<file path="src/sppq_pkg.sv">
// ============================================================================
// sppq_pkg: shared types and constants of the sorted priority queue
// Entry layout, per-cycle cell command, status and opcode codes.
// ============================================================================
`default_nettype none

package sppq_pkg;

  localparam int QUEUE_DEPTH   = 32;
  localparam int ID_BITS       = 16;
  localparam int PRIORITY_BITS = 8;
  localparam int COUNT_BITS    = $clog2(QUEUE_DEPTH + 1);

  // Request opcodes
  localparam logic OP_ENQ = 1'b0;
  localparam logic OP_DEQ = 1'b1;

  // Result status codes
  localparam logic [1:0] STATUS_OK    = 2'd0;
  localparam logic [1:0] STATUS_EMPTY = 2'd1;
  localparam logic [1:0] STATUS_FULL  = 2'd2;

  // One stored entry
  typedef struct packed {
    logic [ID_BITS-1:0]       id;
    logic [PRIORITY_BITS-1:0] prio;
  } entry_t;

  // Command broadcast to every cell in a cycle
  typedef struct packed {
    logic   enq;
    logic   deq;
    entry_t new_entry;
  } cell_cmd_t;

endpackage : sppq_pkg

`default_nettype wire

</file>
<file path="src/sppq_cell.sv">
// ============================================================================
// sppq_cell: one slot of the sorted queue chain
// Holds one entry, keeps it, takes the new entry, or shifts from a neighbor.
// ============================================================================
`default_nettype none

module sppq_cell (
  input  wire logic               clk,
  input  wire sppq_pkg::cell_cmd_t cmd,
  input  wire logic               occupied,
  input  wire logic               left_behind,
  input  wire sppq_pkg::entry_t   left_entry,
  input  wire sppq_pkg::entry_t   right_entry,
  output      sppq_pkg::entry_t   entry,
  output      logic               behind
);

  sppq_pkg::entry_t entry_next;

  // New entry goes behind this one when stored priority is equal or higher
  assign behind = occupied && (entry.prio >= cmd.new_entry.prio);

  // Select next slot content
  always_comb begin
    entry_next = entry;
    if (cmd.deq) begin
      entry_next = right_entry;
    end else if (cmd.enq && !behind) begin
      if (left_behind) begin
        entry_next = cmd.new_entry;
      end else begin
        entry_next = left_entry;
      end
    end
  end

  // Hold slot content
  always_ff @(posedge clk) begin
    entry <= entry_next;
  end

endmodule : sppq_cell

`default_nettype wire

</file>
<file path="src/stable_sorted_priority_queue_core.sv">
// ============================================================================
// stable_sorted_priority_queue_core: stable sorted-insertion priority queue
// Chain of slot cells kept sorted by descending priority, head at slot 0.
// ============================================================================
// Usage:
//   Request channel (in_valid/in_ready): opcode, item_id, item_priority.
//   opcode OP_ENQ inserts behind every stored entry of equal or higher
//   priority; OP_DEQ removes the head. Each request yields one result on
//   the result channel (res_valid/res_ready): status, out_valid, out_id,
//   out_priority, occupancy.
//   The result is registered at the edge that accepts the request. One
//   request is taken per cycle unless a held result stalls; every cell
//   updates in parallel from the broadcast command and its neighbors.
//   An enqueue on a full queue is dropped with STATUS_FULL, a dequeue on an
//   empty queue returns STATUS_EMPTY; the queue is unchanged in both cases.
//   Reset clears the occupancy count and the result valid flag; slot contents
//   are not cleared and are only read below the count.
//   When the receiver stalls, the held result stays and in_ready drops until
//   it is taken; a request is accepted in the same cycle the result leaves.
// ============================================================================
`default_nettype none

module stable_sorted_priority_queue_core (
  input  wire logic                               clk,
  input  wire logic                               rst,
  input  wire logic                               in_valid,
  output      logic                               in_ready,
  input  wire logic                               opcode,
  input  wire logic [sppq_pkg::ID_BITS-1:0]       item_id,
  input  wire logic [sppq_pkg::PRIORITY_BITS-1:0] item_priority,
  output      logic                               res_valid,
  input  wire logic                               res_ready,
  output      logic [1:0]                         status,
  output      logic                               out_valid,
  output      logic [sppq_pkg::ID_BITS-1:0]       out_id,
  output      logic [sppq_pkg::PRIORITY_BITS-1:0] out_priority,
  output      logic [sppq_pkg::COUNT_BITS-1:0]    occupancy
);

  localparam logic [sppq_pkg::COUNT_BITS-1:0] FULL_COUNT =
    sppq_pkg::COUNT_BITS'(sppq_pkg::QUEUE_DEPTH);

  logic                            accept;
  logic                            is_full;
  logic                            is_empty;
  logic [sppq_pkg::COUNT_BITS-1:0] count;
  logic [sppq_pkg::COUNT_BITS-1:0] count_next;
  sppq_pkg::cell_cmd_t             cmd;
  sppq_pkg::entry_t                cell_entry [sppq_pkg::QUEUE_DEPTH];
  logic [sppq_pkg::QUEUE_DEPTH-1:0] cell_behind;

  assign in_ready = !res_valid || res_ready;
  assign accept   = in_valid && in_ready;
  assign is_full  = (count == FULL_COUNT);
  assign is_empty = (count == '0);

  // Build the command broadcast to all cells
  always_comb begin
    cmd.enq            = accept && (opcode == sppq_pkg::OP_ENQ) && !is_full;
    cmd.deq            = accept && (opcode == sppq_pkg::OP_DEQ) && !is_empty;
    cmd.new_entry.id   = item_id;
    cmd.new_entry.prio = item_priority;
  end

  // Advance the occupancy count
  always_comb begin
    count_next = count;
    if (cmd.enq) begin
      count_next = count + 1'b1;
    end else if (cmd.deq) begin
      count_next = count - 1'b1;
    end
  end

  // Chain of slot cells
  for (genvar i = 0; i < sppq_pkg::QUEUE_DEPTH; i++) begin : g_cell
    logic             left_behind;
    sppq_pkg::entry_t left_entry;
    sppq_pkg::entry_t right_entry;
    logic             occupied;

    assign occupied = (count > sppq_pkg::COUNT_BITS'(i));

    if (i == 0) begin : g_head
      assign left_behind = 1'b1;
      assign left_entry  = cmd.new_entry;
    end else begin : g_body
      assign left_behind = cell_behind[i-1];
      assign left_entry  = cell_entry[i-1];
    end

    if (i == sppq_pkg::QUEUE_DEPTH - 1) begin : g_tail
      assign right_entry = cell_entry[i];
    end else begin : g_mid
      assign right_entry = cell_entry[i+1];
    end

    sppq_cell u_cell (
      .clk         (clk),
      .cmd         (cmd),
      .occupied    (occupied),
      .left_behind (left_behind),
      .left_entry  (left_entry),
      .right_entry (right_entry),
      .entry       (cell_entry[i]),
      .behind      (cell_behind[i])
    );
  end

  // Hold count and result register
  always_ff @(posedge clk) begin
    if (rst) begin
      count     <= '0;
      res_valid <= 1'b0;
    end else begin
      count <= count_next;
      if (accept) begin
        res_valid <= 1'b1;
      end else if (res_ready) begin
        res_valid <= 1'b0;
      end
    end
  end

  // Capture result payload
  always_ff @(posedge clk) begin
    if (accept) begin
      occupancy    <= count_next;
      out_valid    <= cmd.deq;
      out_id       <= cmd.deq ? cell_entry[0].id : '0;
      out_priority <= cmd.deq ? cell_entry[0].prio : '0;
      if (opcode == sppq_pkg::OP_ENQ) begin
        status <= is_full ? sppq_pkg::STATUS_FULL : sppq_pkg::STATUS_OK;
      end else begin
        status <= is_empty ? sppq_pkg::STATUS_EMPTY : sppq_pkg::STATUS_OK;
      end
    end
  end

endmodule : stable_sorted_priority_queue_core

`default_nettype wire

</file>
<file path="config.mk">
export PLATFORM = sky130hd
export DESIGN_NAME = stable_sorted_priority_queue_core
export DESIGN_NICKNAME = d
export VERILOG_FILES = /design/src/sppq_pkg.sv /design/src/sppq_cell.sv /design/src/stable_sorted_priority_queue_core.sv
export SDC_FILE = /design/constraint.sdc
export NUM_CORES = 2
export LEC_CHECK = 0
export ABC_AREA = 1
export ABC_CLOCK_PERIOD_IN_PS = 3280
export BUFFER_PORTS_ARGS = -buffer_cell sky130_fd_sc_hd__clkbuf_2
export CELL_PAD_IN_SITES_DETAIL_PLACEMENT = 0
export CELL_PAD_IN_SITES_GLOBAL_PLACEMENT = 1
export CORE_MARGIN = 2
export CORE_UTILIZATION = 40
export DETAILED_ROUTE_END_ITERATION = 8
export PLACE_DENSITY_LB_ADDON = 0.1
export SLEW_MARGIN = 20
export SYNTH_ARGS = -nofsm -noshare
export SYNTH_HDL_FRONTEND = slang
export SYNTH_HIERARCHICAL = 1
export SYNTH_SLANG_ARGS = --single-unit
</file>
<file path="constraint.sdc">
create_clock -name clk -period 3.28 [get_ports clk]
set_input_delay 0.656 -clock clk [delete_from_list [all_inputs] [get_ports clk]]
set_output_delay 0.656 -clock clk [all_outputs]
set_load 0.05 [all_outputs]
</file>
# Yosys cells after proc, flatten, opt, wreduce, memory -nomap -nowiden
# Cells that the tools add are included.
# classes
order_cmp,64
n_bitwise,2
n_mux,100
n_addsub,2
n_eq_ne,1
reduce_logical,139
# ops
operator,n
two-way mux 24 bit,93
greater-or-equal comparator 8 bit,32
"greater-than comparator 6 x 5 -> 1 bit, second input constant",16
logical AND 1 bit,69
nonzero test 2 bit,32
"greater-than comparator 6 x 4 -> 1 bit, second input constant",8
logical NOT 1 bit,35
"greater-than comparator 6 x 3 -> 1 bit, second input constant",4
"greater-than comparator 6 x 1 -> 1 bit, second input constant",2
"greater-than comparator 6 x 2 -> 1 bit, second input constant",2
two-way mux 6 bit,2
"adder 6 x 1 -> 6 bit, second input constant",1
"== test 6 bit, second input constant",1
logical NOT 6 bit,1
"subtractor 6 x 1 -> 6 bit, second input constant",1
two-way mux 2 bit,2
two-way mux 1 bit,3
NOT 1 bit,2
AND reduction 2 bit,1
logical OR 1 bit,1
# word_totals
elab_cells,379
out_inout_bits,35
inputBits,29
reg_bits,808

# Longest topological paths before layout
# logic_depth
word_depth,8
depth_mapped,16

# By module
# The synthesis kept the hierarchy.
# modules_own_cells
module,seq_area_each_um2,cells_per_inst,instances,area_each_um2
sppq_cell,720.7,171,32,1471.4
stable_sorted_priority_queue_core,1131.1,247,1,2132.0

# Least setup slack after synthesis
# Ideal clock, no wire load.
# synth_path
kind,in2reg
start,input port res_ready
end,"register g_cell[0].u_cell/entry[0] (netlist bit), enable pin"
arrival_ps,3037
stages,8
path_slack_ps,-138
required_ps,2899
cell_sequence,inv_2 -> nand2_1 -> nand3_1 -> nor2_2 -> buf_4 -> inv_4 -> buf_6 -> nand2_1
# synth_lines
item,line,source
from (decl),stable_sorted_priority_queue_core.sv:32,"input wire logic res_ready,"
to (signal assigned),sppq_cell.sv:39,entry <= entry_next;
to (decl),sppq_cell.sv:14,"output sppq_pkg::entry_t entry,"

==> results.toml <==
[floorplan]
design.die.area_um2 = 126000
fp.dieH_um = 355
floorplan.rows = 128
die_x_um = 355
io_pins = 64
floorplan.core_area_um2 = 122000
initial_utilization = 0.404

[global_route]
grt_pass1_wl_um = 247000
gr-total-overflow = 0
grt_max_degree = 57
grt_pass1_vias = 39800
grt_usage = 0.252
grt_antenna_before_repair = 7

[setup_path]
timing_worst_setup_path_type = "reg -> reg"
worst-endpoint-arrival_ns = 3.28
worstPathMaxFanout = 24
startpoint_type = "flip-flop"
worst_setup_path_end_kind = "flip-flop"
critical-path-top-delay-family = "buffers and inverters"
crit_required_ns = 3.70
cpMostUsedCell = "sky130_fd_sc_hd__inv_1"
timing.critical_path.buf_inv = 5
timing.critical_path.slowest_cell_delay_ns = 0.44
cells_along_the_critical_path = "inv_1 -> ha_1 -> nor2_1 -> inv_1 -> o21ai_0 -> buf_4 -> nand2_1 -> inv_1 -> inv_4 -> nand2_1 -> a21oi_1"
critical_path.slowest_cell = "sky130_fd_sc_hd__dfxtp_1"

[placed_design]
placement.io_buffers = 63
post-place-ws_ns = 0.219
gp_congestion = 0.849
dpl.hpwl_um = 115000

[detailed_routing]
viasPerCell = 5.40
route.detailed.drc = 0
vias = 40300
drt_iter0_markers = 3593
totalWireLength_um = 161000
drt-wirelength-per-cell_um = 21.6
ant_nets = 0
detailedRoute.firstPassIterationCount = 8

[power_and_ir_drop]
power.density_cell_area_nw_per_um2 = 708
peakVddDrop_uv = 448
leakage_uw = 0.0235
fin_total_pwr_uw = 38200

[job]
maxCapViolations = 0

[timing]
setup_viol_count_final = 0
timing.slew.headroom = 0.226
finalCritPeriodShare = 0.870
finalSetupTns_ns = 0
fmaxAchievable_mhz = 351
layout_setup_ws_ns = 0.428
report.final.slew_viol_count = 0
fin_crit_ns = 2.85
fin_hold_viols = 0
setup_repair_after_global_routing_missed_its_margin = "no"
timing_worst_slew_pin_value_ns = 1.16
timing.clock.skew_ns = 0.0278

[cts]
cts-resized-gates = 0
cts-buffers-inserted = 99
clock_sink_count = 808
post_cts_hold_buffer_count = 0
htree_num_levels = 3
post-cts-setup-buffer-count = 0
cts.path.max_buffers = 3
cts_tree = "yes"
clk-insertion-delay-late_ns = 0.69
clk_transition_reported_paths_ns = 0.06
root_buf_cell = "sky130_fd_sc_hd__clkbuf_16"

[synth]
cell_count_after_synthesis = 5718
synthesis.nets = 6008
ys_warns = 6
synthesis.area_per_instance_um2 = 8.61
post_synth_instance_area_um2 = 49200

[finish]
nNetsFinal = 6041
num-fill-cells = 12300
drive_gt1_frac = 0.0883
core_util_final = 0.442
areaGrowthSynthToFinish_pct = 9.49

[status]
run_status = "complete, no violations"

[hold_path]
hold_path_class = "in -> reg"
metal layers:
metal  global-route usage  part of all wire  wire length [µm]  vias to the layer above
met5                    0          0.000081                13                        -
met4               0.0626             0.021              3380                        2
met3               0.0284             0.063             10200                      182
met2                0.389              0.44             71500                     1298
met1                0.376              0.47             76300                    19300
li1                     -                 -                 -                    19500
worst paths after layout:
kind                          startpoint                                     to  slack [ns]  cells after the start
setup / recovery     count[0]$_SDFF_PP0_  g_cell[22].u_cell/entry[16]$_DFFE_PP_        0.43                     11
hold / removal                    opcode                status[1]$_SDFFCE_PP0N_        0.31                      2
setup reg to reg     count[0]$_SDFF_PP0_  g_cell[22].u_cell/entry[16]$_DFFE_PP_        0.43                     11
hold reg to reg   res_valid$_SDFFE_PP0P_                 res_valid$_SDFFE_PP0P_        0.57                      2
state kept, by name, summed over array words and instances, names as in the netlist:
register / count
status: 2
res_valid: 1
out_valid: 1
occupancy: 6
g_cell.u_cell/entry: 768
count: 6
out_priority: 8
out_id: 16
area by class of cell:
type	count	area [µm²]	share of cell area
sequential	808	24200	0.449
multi-input combinational	4078	20100	0.373
clock buffer	131	2650	0.0492
timing repair buffer	260	2340	0.0434
inverter	504	2050	0.0381
tap	1625	2030	0.0377
clock inverter	54	539	0.0100
antenna	1	2.50	0.0000464
placed cells by master, fill, tap and decap left out, types with 42 or more instances in the layout:
cell                        count
sky130_fd_sc_hd__nand2_1     1159
sky130_fd_sc_hd__clkbuf_2      55
sky130_fd_sc_hd__inv_1        430
sky130_fd_sc_hd__a21oi_1     1607
sky130_fd_sc_hd__clkbuf_16    101
sky130_fd_sc_hd__buf_4        163
sky130_fd_sc_hd__edfxtp_1     801
sky130_fd_sc_hd__nand3_1       42
sky130_fd_sc_hd__nor2_1       874
sky130_fd_sc_hd__buf_12        42
sky130_fd_sc_hd__inv_4         64
sky130_fd_sc_hd__ha_1         261
where the power goes:
| part | leakage (µW) | switching, µW | total (µW) | internal [µW] |
|---|---|---|---|---|
| combinational | 0.0143 | 6810 | 10400 | 3630 |
| clock | 0.00158 | 4600 | 11100 | 6460 |
| sequential | 0.00762 | 1840 | 16700 | 14800 |
| total | 0.0235 | 13200 | 38200 | 24900 |
per-stage QoR:
stage / std cells / area, µm² / hold WS (ns)
finish: 7461 / 53900 / 0.309
CTS: 7460 / 53900 / 0.259
global placement: 7275 / 50700 / 0.563
global route: 7460 / 53900 / 0.312
floorplan: 5718 / 49200 / 0.545
detailed placement: 7275 / 50700 / 0.567
(Power assumes the default switching activity.)
